`config.mk`:
```
export PLATFORM = sky130hd
export DESIGN_NAME = coverage_marker_selector
export DESIGN_NICKNAME = d
export VERILOG_FILES = /design/src/hdl/cms_pkg.sv /design/src/hdl/coverage_marker_selector.sv /design/src/hdl/cms_head.sv /design/src/hdl/cms_cell.sv /design/src/hdl/cms_tail.sv
export SDC_FILE = /design/constraint.sdc
export NUM_CORES = 2
export LEC_CHECK = 0
export ABC_AREA = 1
export BUFFER_PORTS_ARGS = -buffer_cell sky130_fd_sc_hd__buf_4
export CORE_MARGIN = 3
export CORE_UTILIZATION = 55
export CTS_CLUSTER_SIZE = 25
export DETAILED_ROUTE_END_ITERATION = 7
export PLACE_DENSITY = 0.71
export SYNTH_ARGS = -nofsm -noshare
export SYNTH_HDL_FRONTEND = slang
export SYNTH_SLANG_ARGS = --single-unit
```
`constraint.sdc`:
```
create_clock -name clk_i -period 6.6 [get_ports clk_i]
set_input_delay 0.99 -clock clk_i [delete_from_list [all_inputs] [get_ports clk_i]]
set_output_delay 0.99 -clock clk_i [all_outputs]
set_load 0.01 [all_outputs]
```
`src/hdl/cms_pkg.sv`:
```
// constants and token type of the coverage marker selector
`timescale 1ns / 1ps

package cms_pkg;

  // read length limit and number of candidate values
  localparam int MAX_POSITIONS = 4096;
  localparam int CANDIDATES    = 10;

  // field widths
  localparam int COV_W   = 16;
  localparam int POS_W   = $clog2(MAX_POSITIONS);
  localparam int CNT_W   = $clog2(MAX_POSITIONS + 1);
  localparam int SCORE_W = CNT_W + 1;
  localparam int CAND_W  = $clog2(CANDIDATES + 1);
  localparam int THR_W   = CAND_W + 1;

  // stream data widths, padded to whole bytes
  localparam int IN_TDATA_W  = ((COV_W + 7) / 8) * 8;
  localparam int OUT_FIELD_W = 1 + POS_W + POS_W + THR_W + CNT_W + 1;
  localparam int OUT_TDATA_W = ((OUT_FIELD_W + 7) / 8) * 8;

  // token handed from cell to cell along the chain
  typedef struct packed {
    logic               vld;
    logic               last;
    logic               cnt_en;
    logic [COV_W-1:0]   cov;
    logic [POS_W-1:0]   pos;
    logic [CNT_W-1:0]   count;
    logic               ovf;
    logic               best_vld;
    logic               best_found;
    logic [CAND_W-1:0]  best_cand;
    logic [SCORE_W-1:0] best_score;
    logic [POS_W-1:0]   best_first;
    logic [POS_W-1:0]   best_last;
  } cms_token_t;

endpackage

```
`src/hdl/coverage_marker_selector.sv`:
```
// coverage marker selector: top level with position head, cell chain and result register
//
// Input stream: one k-mer coverage value per transaction, tlast on the final
// value of a read. Output stream: one result transaction per read, carrying
// found flag, forward index, reverse offset, chosen threshold, position count
// and the too-long flag.
// Each value walks a chain of one cell per candidate value, largest first;
// every cell updates its own counts as the value passes and, on the last
// value, compares its score with the best handed in by its neighbor.
// Throughput: one value per cycle, the input is taken in every cycle the
// output register is empty or being drained.
// The last value of a read reaches its result through the head register,
// one register per cell and the result register.
// Reset clears the position counter, all cell counters and hit marks and the
// pipeline; no clearing pass follows, the block is ready once reset is released.
// When the receiver stalls with a result waiting, the whole chain holds and
// s_axis_tready_o drops until the result is taken.
`timescale 1ns / 1ps

module coverage_marker_selector (
  input  logic                             clk_i,
  input  logic                             rst_ni,
  // input stream
  input  logic                             s_axis_tvalid_i,
  output logic                             s_axis_tready_o,
  input  logic [cms_pkg::IN_TDATA_W-1:0]   s_axis_tdata_i,  // [15:0] coverage
  input  logic                             s_axis_tlast_i,
  // result stream
  output logic                             m_axis_tvalid_o,
  input  logic                             m_axis_tready_i,
  // [0] found, [12:1] forward_index, [24:13] reverse_offset,
  // [29:25] chosen_threshold, [42:30] position_count, [43] too_long
  output logic [cms_pkg::OUT_TDATA_W-1:0]  m_axis_tdata_o
);
  import cms_pkg::*;

  logic       adv;
  logic       out_vld;
  cms_token_t tok [CANDIDATES+1];

  // chain moves whenever the result register can take a new result
  assign adv             = !out_vld || m_axis_tready_i;
  assign s_axis_tready_o = adv;
  assign m_axis_tvalid_o = out_vld;

  // position tagging
  cms_head u_head (
    .clk_i  (clk_i),
    .rst_ni (rst_ni),
    .adv_i  (adv),
    .vld_i  (s_axis_tvalid_i),
    .cov_i  (s_axis_tdata_i[COV_W-1:0]),
    .last_i (s_axis_tlast_i),
    .tok_o  (tok[0])
  );

  // candidate cells, largest candidate value first
  for (genvar i = 0; i < CANDIDATES; i++) begin : g_cell
    cms_cell u_cell (
      .clk_i  (clk_i),
      .rst_ni (rst_ni),
      .adv_i  (adv),
      .cand_i (CAND_W'(CANDIDATES - i)),
      .tok_i  (tok[i]),
      .tok_o  (tok[i+1])
    );
  end

  // result register
  cms_tail u_tail (
    .clk_i  (clk_i),
    .rst_ni (rst_ni),
    .adv_i  (adv),
    .tok_i  (tok[CANDIDATES]),
    .vld_o  (out_vld),
    .data_o (m_axis_tdata_o)
  );

endmodule

```
`src/hdl/cms_head.sv`:
```
// position counter that tags each coverage value before the cell chain
`timescale 1ns / 1ps

module cms_head (
  input  logic                        clk_i,
  input  logic                        rst_ni,
  input  logic                        adv_i,
  input  logic                        vld_i,
  input  logic [cms_pkg::COV_W-1:0]   cov_i,
  input  logic                        last_i,
  output cms_pkg::cms_token_t         tok_o
);
  import cms_pkg::*;

  logic [CNT_W-1:0] pos_q, pos_d;
  logic             ovf_q, ovf_d;
  logic             cnt_en;
  logic [CNT_W-1:0] count_n;
  logic             ovf_n;
  cms_token_t       tok_q, tok_d;

  // position bookkeeping for the incoming value
  always_comb begin
    cnt_en  = (pos_q < CNT_W'(MAX_POSITIONS));
    count_n = cnt_en ? pos_q + CNT_W'(1) : pos_q;
    ovf_n   = ovf_q | ~cnt_en;
    pos_d   = pos_q;
    ovf_d   = ovf_q;
    if (vld_i && adv_i) begin
      if (last_i) begin
        pos_d = '0;
        ovf_d = 1'b0;
      end else begin
        pos_d = count_n;
        ovf_d = ovf_n;
      end
    end
  end

  // token built for the first cell
  always_comb begin
    tok_d            = '0;
    tok_d.vld        = vld_i;
    tok_d.last       = last_i;
    tok_d.cnt_en     = cnt_en;
    tok_d.cov        = cov_i;
    tok_d.pos        = pos_q[POS_W-1:0];
    tok_d.count      = count_n;
    tok_d.ovf        = ovf_n;
  end

  always_ff @(posedge clk_i or negedge rst_ni) begin
    if (!rst_ni) begin
      pos_q <= '0;
      ovf_q <= 1'b0;
      tok_q <= '0;
    end else begin
      pos_q <= pos_d;
      ovf_q <= ovf_d;
      if (adv_i) begin
        tok_q <= tok_d;
      end
    end
  end

  assign tok_o = tok_q;

endmodule

```
`src/hdl/cms_cell.sv`:
```
// one candidate cell: bin counts, hit positions and running best choice
`timescale 1ns / 1ps

module cms_cell (
  input  logic                        clk_i,
  input  logic                        rst_ni,
  input  logic                        adv_i,
  input  logic [cms_pkg::CAND_W-1:0]  cand_i,
  input  cms_pkg::cms_token_t         tok_i,
  output cms_pkg::cms_token_t         tok_o
);
  import cms_pkg::*;

  logic [CNT_W-1:0]   low_q, low_d, low_n;
  logic [CNT_W-1:0]   high_q, high_d, high_n;
  logic [POS_W-1:0]   first_q, first_d, first_n;
  logic [POS_W-1:0]   last_q, last_d, last_n;
  logic               hit_q, hit_d, hit_n;
  logic               upd, is_low, is_high, take;
  logic [SCORE_W-1:0] score;
  cms_token_t         tok_q, tok_d;

  // compare against v and 2v, fold in the current value
  always_comb begin
    upd     = tok_i.vld & tok_i.cnt_en;
    is_low  = (tok_i.cov <= COV_W'(cand_i));
    is_high = (tok_i.cov >= COV_W'({cand_i, 1'b0}));
    low_n   = low_q + CNT_W'(upd & is_low);
    high_n  = high_q + CNT_W'(upd & is_high);
    hit_n   = hit_q | (upd & is_high);
    first_n = (!hit_q && upd && is_high) ? tok_i.pos : first_q;
    last_n  = (upd && is_high) ? tok_i.pos : last_q;
    score   = {1'b0, low_n} + {1'b0, high_n};
    take    = !tok_i.best_vld || (score > tok_i.best_score);
  end

  // state update, cleared after the last value of a read
  always_comb begin
    low_d   = low_q;
    high_d  = high_q;
    first_d = first_q;
    last_d  = last_q;
    hit_d   = hit_q;
    if (adv_i && tok_i.vld) begin
      if (tok_i.last) begin
        low_d   = '0;
        high_d  = '0;
        first_d = '0;
        last_d  = '0;
        hit_d   = 1'b0;
      end else begin
        low_d   = low_n;
        high_d  = high_n;
        first_d = first_n;
        last_d  = last_n;
        hit_d   = hit_n;
      end
    end
  end

  // pass the token on, taking over the best slot when it is empty or on a strictly higher score
  always_comb begin
    tok_d = tok_i;
    if (tok_i.vld && tok_i.last && take) begin
      tok_d.best_vld   = 1'b1;
      tok_d.best_found = hit_n;
      tok_d.best_cand  = cand_i;
      tok_d.best_score = score;
      tok_d.best_first = first_n;
      tok_d.best_last  = last_n;
    end
  end

  always_ff @(posedge clk_i or negedge rst_ni) begin
    if (!rst_ni) begin
      low_q   <= '0;
      high_q  <= '0;
      first_q <= '0;
      last_q  <= '0;
      hit_q   <= 1'b0;
      tok_q   <= '0;
    end else begin
      low_q   <= low_d;
      high_q  <= high_d;
      first_q <= first_d;
      last_q  <= last_d;
      hit_q   <= hit_d;
      if (adv_i) begin
        tok_q <= tok_d;
      end
    end
  end

  assign tok_o = tok_q;

endmodule

```
`src/hdl/cms_tail.sv`:
```
// result register: offsets, threshold and packing of the output transaction
`timescale 1ns / 1ps

module cms_tail (
  input  logic                             clk_i,
  input  logic                             rst_ni,
  input  logic                             adv_i,
  input  cms_pkg::cms_token_t              tok_i,
  output logic                             vld_o,
  output logic [cms_pkg::OUT_TDATA_W-1:0]  data_o
);
  import cms_pkg::*;

  logic                   vld_q, vld_d;
  logic [OUT_TDATA_W-1:0] data_q, data_d;
  logic [CNT_W-1:0]       rev_full;
  logic [POS_W-1:0]       fwd, rev;
  logic [THR_W-1:0]       thr;

  // forward index and reverse offset of the chosen candidate
  always_comb begin
    rev_full = tok_i.count - CNT_W'(1) - {1'b0, tok_i.best_last};
    fwd      = tok_i.best_found ? tok_i.best_first : '0;
    rev      = tok_i.best_found ? rev_full[POS_W-1:0] : '0;
    thr      = {tok_i.best_cand, 1'b0};
    data_d   = OUT_TDATA_W'({tok_i.ovf, tok_i.count, thr, rev, fwd, tok_i.best_found});
    vld_d    = vld_q;
    if (adv_i) begin
      vld_d = tok_i.vld & tok_i.last;
    end
  end

  always_ff @(posedge clk_i or negedge rst_ni) begin
    if (!rst_ni) begin
      vld_q <= 1'b0;
    end else begin
      vld_q <= vld_d;
    end
  end

  // payload loads only with a finished read
  always_ff @(posedge clk_i) begin
    if (adv_i && tok_i.vld && tok_i.last) begin
      data_q <= data_d;
    end
  end

  assign vld_o  = vld_q;
  assign data_o = data_q;

endmodule

```
## Yosys cells after proc, flatten, opt, wreduce, memory -nomap -nowiden

Cells that the tools add are included.

- Bits in registers: 1459
- Bits in latches: 0
- RAM bits: 0
- ROM bits: 0
- Input port bits: 21
- Logic and storage cells: 478
- Memories: 0

- Add/sub/neg operators: 33
- Multiply operators: 0
- Div/mod/pow operators: 0
- $lt $le $gt $ge: 30
- Eq/ne operators: 0
- Shift-type cells: 0
- Mux-type cells: 83
- Bitwise operators: 53
- Reductions and logical operators: 92

Operators with widths:

| operator | count |
|---|---|
| $mux 12 | 40 |
| $mux 44 | 9 |
| $mux 13 | 22 |
| $add 13x13->13 | 20 |
| $add 13x13->14 | 10 |
| $gt 14x14->1 | 9 |
| $ge 16x4->1 const B | 4 |
| $le 16x3->1 const B | 4 |
| $logic_and 1x1->1 | 62 |
| $ge 16x5->1 const B | 3 |
| $le 16x4->1 const B | 3 |
| $mux 43 | 1 |
| $and 1x1->1 | 41 |
| $ge 16x3->1 const B | 2 |
| $le 16x2->1 const B | 2 |
| $logic_not 1->1 | 20 |
| $ge 16x2->1 const B | 1 |
| $le 16x1->1 const B | 1 |
| $add 13x1->13 const B | 1 |
| $lt 13x13->1 const B | 1 |
| $sub 12x1->12 const B | 1 |
| $sub 12x12->12 | 1 |
| $mux 1 | 11 |
| $or 1x1->1 | 11 |
| 2 further kinds | 11 |

## Depth between registers and ports, before layout

- Depth after elaboration: 8
- Gate-level depth with buffers: 39
- Depth with buffers taken out: 38

## Cells and area by module

A second synthesis with hierarchy kept.

- Cells, all modules: 11642
- Area total of the unflattened synthesis: 87358.8 um^2

Modules (own cells, without submodules):

| module | times used | cells an instance | area each (um^2) | sequential area each (um^2) |
|---|---|---|---|---|
| cms_cell at g_cell[1].u_cell ... | 6 | 1107 | 8239.2 | 3503.4 |
| cms_cell at g_cell[4].u_cell | 1 | 1105 | 8239.2 | 3503.4 |
| cms_cell at g_cell[8].u_cell | 1 | 1109 | 8225.4 | 3503.4 |
| cms_cell at g_cell[5].u_cell | 1 | 1105 | 8199.1 | 3503.4 |
| cms_cell at g_cell[0].u_cell | 1 | 1109 | 8146.6 | 3503.4 |
| cms_head | 1 | 340 | 2869.0 | 1476.4 |
| cms_tail | 1 | 228 | 2229.6 | 1316.3 |
| coverage_marker_selector | 1 | 4 | 15.0 | 0.0 |

## Least setup slack after synthesis

No wires, ideal clock.

- Path kind: input to register
- Start point: input port m_axis_tready_i
- End point: register u_tail.data_q[0], in the netlist u_tail.data_o[0] (enable)
- Arrival time: 4.624 ns
- Required time: 6.103 ns
- Path slack: 1.480 ns
- Stages: 6
- Buffers on the path: 4
- Path through: nor2_4 > buf_4 > buf_4 > buf_2 > buf_2 > nor3_1

- Cells in the longest elaborated chain, start to end: 3

Ends and longest elaborated chain:

| element | RTL line | RTL |
|---|---|---|
| start, declared | coverage_marker_selector.sv:30 | `input logic m_axis_tready_i,` |
| $logic_or 1x1->1 | coverage_marker_selector.sv:42 | `assign adv = !out_vld \|\| m_axis_tready_i;` |
| $logic_and 1x1->1 (2 in a row) | cms_tail.sv:43 | `if (adv_i && tok_i.vld && tok_i.last) begin` |
| end signal, assigned | cms_tail.sv:44 | `data_q <= data_d;` |
| end, declared | cms_tail.sv:15 | `logic [OUT_TDATA_W-1:0] data_q, data_d;` |

Every way passes these cells.
A chain may end at the register's enable or synchronous reset.

## Worst setup path after layout

- Start point: register g_cell[5].u_cell.tok_q, in the netlist g_cell[5].u_cell.tok_o[77]
- End point: register g_cell[6].u_cell.tok_q, in the netlist g_cell[6].u_cell.tok_o[19]

- Cells in the longest elaborated chain, start to end: 8
- Elaborated cells on any way between the ends: 13
- Classes of those cells: add/sub: 3; order compare: 3; mux: 2; bitwise: 2; reduce/logical: 3

Ends and longest elaborated chain:

| element | RTL line | RTL |
|---|---|---|
| start, declared | cms_cell.sv:21 | `cms_token_t tok_q, tok_d;` |
| start signal, assigned | cms_cell.sv:89 | `tok_q <= tok_d;` |
| $le 16x3->1 / $ge 16x4->1 (equally long branches) | cms_cell.sv:26, cms_cell.sv:27 |  |
| $and 1x1->1, on equally long branches | cms_cell.sv:28, cms_cell.sv:29 |  |
| $add 13x13->13, on equally long branches | cms_cell.sv:28, cms_cell.sv:29 |  |
| $add 13x13->14 | cms_cell.sv:33 | `score = {1'b0, low_n} + {1'b0, high_n};` |
| $gt 14x14->1 | cms_cell.sv:34 | `take = !tok_i.best_vld \|\| (score > tok_i.best_score);` |
| $logic_or 1x1->1 | cms_cell.sv:34 |  |
| $logic_and 1x1->1 | cms_cell.sv:64 | `if (tok_i.vld && tok_i.last && take) begin` |
| $mux 44 (*) | cms_cell.sv:64 |  |
| end signal, assigned | cms_cell.sv:89 |  |
| end, declared | cms_cell.sv:21 |  |

Every way passes the cells marked *; elsewhere a longest branch is shown, timed or not.

==> impl_metrics.py <==
metrics = {
    "detailed_routing": {
        "drc": 0,
        "avgRoutedWirePerCell_um": 16.6,
        "via_count": 66000,
        "first_iter_violations": 5337,
        "wirelength_um": 200000,
        "viasPerCell": 5.47,
        "detail-route-antenna-nets": 0,
        "drtPass1Iterations": 6,
    },
    "hold_path": {
        "hp-class": "in -> async",
    },
    "global_routing": {
        "grt_antenna_before_repair": 2,
        "grt_pass1_wl_um": 331000,
        "grt_overflow_total": 0,
        "grt_use_total_pct": 27.4,
        "first_global_vias": 64400,
        "grt_max_degree": 191,
    },
    "synth": {
        "synthArstFlopShare_pct": 97.0,
        "synthFlopType": "dfrtp_1",
        "ys_types": 43,
        "ys_warn_count": 0,
        "synthTopCellsByArea": "dfrtp_1 45%, nand2_1 16%, inv_1 7.5%, nand3_1 7.5%, ha_1 5.0%",
        "ys_seq_area_share_pct": 46.9,
        "synth_edf_count": 43,
        "synth_top_cell_by_area": "dfrtp_1",
        "avgSynthCellArea_sq_um": 7.63,
        "netlist.area_leader.share_pct": 45.3,
        "synth-seq-cells": 1450,
        "synthCells": 10200,
        "syn_area_sq_mm": 0.0778,
    },
    "final_layout": {
        "antenna-diode-count": 0,
        "area_growth_pct": 9.51,
        "most-common-layout-cells": "3,306 x nand2_1, 1,554 x inv_1, 1,407 x dfrtp_1",
        "final_common_cell": "nand2_1",
        "fillers": 12600,
        "drive_gt1_share_pct": 4.54,
        "nNetsFinal": 10400,
    },
    "timing": {
        "hold_viol": 0,
        "period_needed_ns": 5.89,
        "finalCritPeriodShare_pct": 89.3,
        "rsz0062_at_grt": "no",
        "maxSlewViolCount": 0,
        "tightest_slew_ns": 1.10,
        "skew_ns": 0.0381,
        "max_freq_ghz": 0.170,
        "max_slew_margin_pct": 26.4,
        "tns_ns": 0,
        "setup_viol": 0,
    },
    "worst_setup_path": {
        "worstReg2RegStart": "g_cell[5].u_cell.tok_o[77]",
        "cp-end-kind": "flip-flop",
        "worst-r2r-setup-slack_ns": 0.71,
        "arrival_ns": 6.58,
        "required_ns": 7.29,
        "slowest_delay_ns": 0.49,
        "cp_common_cell": "nand2_1",
        "r2r_end": "g_cell[6].u_cell.tok_o[19]",
        "crit_fanout": 35,
        "crit_path_start": "g_cell[5].u_cell.tok_o[77]",
        "reg2regPathDepth": 34,
        "cp.buffers_inverters": 6,
        "crit_type": "reg -> reg",
        "cp-start-kind": "flip-flop",
        "cp_slowest_cell": "nor3_1",
        "path_delay_family": "simple AND/OR/NAND/NOR gates",
    },
    "die": {
        "ios": 71,
        "core_sq_mm": 0.140,
        "die_w_um": 382,
        "initial_utilization_pct": 55.6,
        "row_count": 137,
        "die_area_sq_mm": 0.146,
        "die-height_um": 382,
    },
    "clocking": {
        "cts_tree": "done",
        "cts-buffers-inserted": 157,
        "numClockSinks": 1450,
        "cts_setup_buffers": 0,
        "cts_root_buffer": "clkbuf_16",
        "clock_latency_ns": 0.81,
        "cts-htree-levels": 4,
        "cts.repair.resized": 0,
        "clkSlewWorstSetupHoldPaths_ns": 0.06,
        "clock_path_buffers": 3,
        "postCtsHoldBufs": 0,
    },
    "power_and_ir_drop": {
        "powerDensity_mw_per_mm2": 413,
        "total_power_mw": 35.2,
        "peakVddDrop_uv": 270,
        "p_leak_nw": 45.7,
    },
    "placed_design": {
        "hpwl_um": 136000,
        "place.gp.congestion": 0.883,
        "portBuffers": 65,
    },
    "flow_run": {
        "cap_viol_max_count": 0,
    },
    "run_status": {
        "status": "finished clean",
    },
}
metal layers:
metal | GRT usage (%) | up-vias | part of all wire (%)
met1 | 36.3 | 31400 | 43
met5 | 0 | - | 0.0065
met3 | 3.19 | 433 | 4.9
li1 | - | 32300 | -
met4 | 11.3 | 2 | 3.9
met2 | 46.0 | 1853 | 48
area by class of cell:
| cell class | instances | area, sq um | area share (%) |
|---|---|---|---|
| Clock inverter | 54 | 742 | 0.871 |
| Sequential cell | 1450 | 36500 | 42.8 |
| Timing Repair Buffer | 168 | 1510 | 1.77 |
| Multi-Input combinational cell | 6723 | 33600 | 39.4 |
| Tap cell | 1876 | 2350 | 2.76 |
| Clock buffer | 230 | 4610 | 5.41 |
| Inverter | 1575 | 5920 | 6.95 |
cells in the mapped netlist, types with 2 or more instances:
master / instances
nand2_1: 3306
inv_1: 1555
dfrtp_1: 1407
nand3_1: 1164
o21ai_0: 569
o22ai_1: 318
ha_1: 311
clkbuf_1: 296
nor2_1: 288
xor2_1: 184
a21oi_1: 150
nand4_1: 140
buf_2: 115
a22o_1: 90
nor3_1: 53
edfxtp_1: 43
buf_1: 35
nor4_1: 29
xnor2_1: 28
inv_2: 12
a31oi_1: 11
fa_1: 11
or2_2: 11
o21ai_1: 10
nor2_2: 9
buf_4: 8
clkinv_1: 8
o21bai_1: 8
and2_1: 6
a21o_1: 4
a211oi_1: 3
o21a_1: 3
a22oi_1: 2
nor2_4: 2
how the worst max path moves through the flow:
stage,endpoint,cells past startpoint
after floorplan,u_tail.data_o[0],6
after detailed placement,g_cell[5].u_cell.tok_o[42],32
after global placement,g_cell[5].u_cell.tok_o[4],34
after global routing,g_cell[6].u_cell.tok_o[19],35
final,g_cell[6].u_cell.tok_o[19],34
after CTS,g_cell[5].u_cell.tok_o[42],32
worst register-to-register path, delay by kind of cell (launching register included):
family,cells,cell delay [ns]
compound gates,2,0.39
buf+inv,6,0.58
flops,1,0.35
simple gates,22,3.39
fa+ha+maj,4,1.07
registers in the layout, indices dropped and copies added (netlist names):
signal	count
g_cell.u_cell.hit_q	10
u_head.pos_q	13
u_tail.data_o	43
g_cell.u_cell.last_q	120
u_head.ovf_q	1
g_cell.u_cell.first_q	120
g_cell.u_cell.high_q	130
u_tail.vld_o	1
u_head.tok_o	45
g_cell.u_cell.tok_o	837
g_cell.u_cell.low_q	130
where the power goes:
| part | leakage (nW) | switching, mW | internal, mW |
|---|---|---|---|
| Combinational | 24.0 | 9.37 | 3.93 |
| Clock | 2.61 | 3.76 | 5.27 |
| Sequential | 19.1 | 1.45 | 11.4 |
through the flow:
| step | utilization (%) | hold WS (ns) | worst slack [ns] | cells | instance area (sq um) |
|---|---|---|---|---|---|
| finish | 60.8 | 0.110 | 0.708 | 12100 | 85200 |
| global route | 60.8 | 0.149 | 0.0534 | 12100 | 85200 |
| CTS | 60.8 | 0.145 | 0.132 | 12100 | 85200 |
| detailed placement | 57.0 | 0.434 | 0.162 | 11800 | 79800 |
| global placement | 57.0 | 0.435 | 0.244 | 11800 | 79800 |
| floorplan | - | 0.425 | 1.48 | 10200 | 77800 |
cells by family (layout without fill, tap and decap cells):
logic type,Yosys count,in the layout,synth area share [%]
xor+xnor,212,212,2.39
buf+inv,2029,2027,10.0
fa+ha+maj,322,322,5.28
simple gates,5011,5011,26.8
compound gates,1173,1173,8.60
other cells,1,5,0.00482
flops,1450,1450,46.9
No activity file was read; power rests on OpenSTA's default activity.
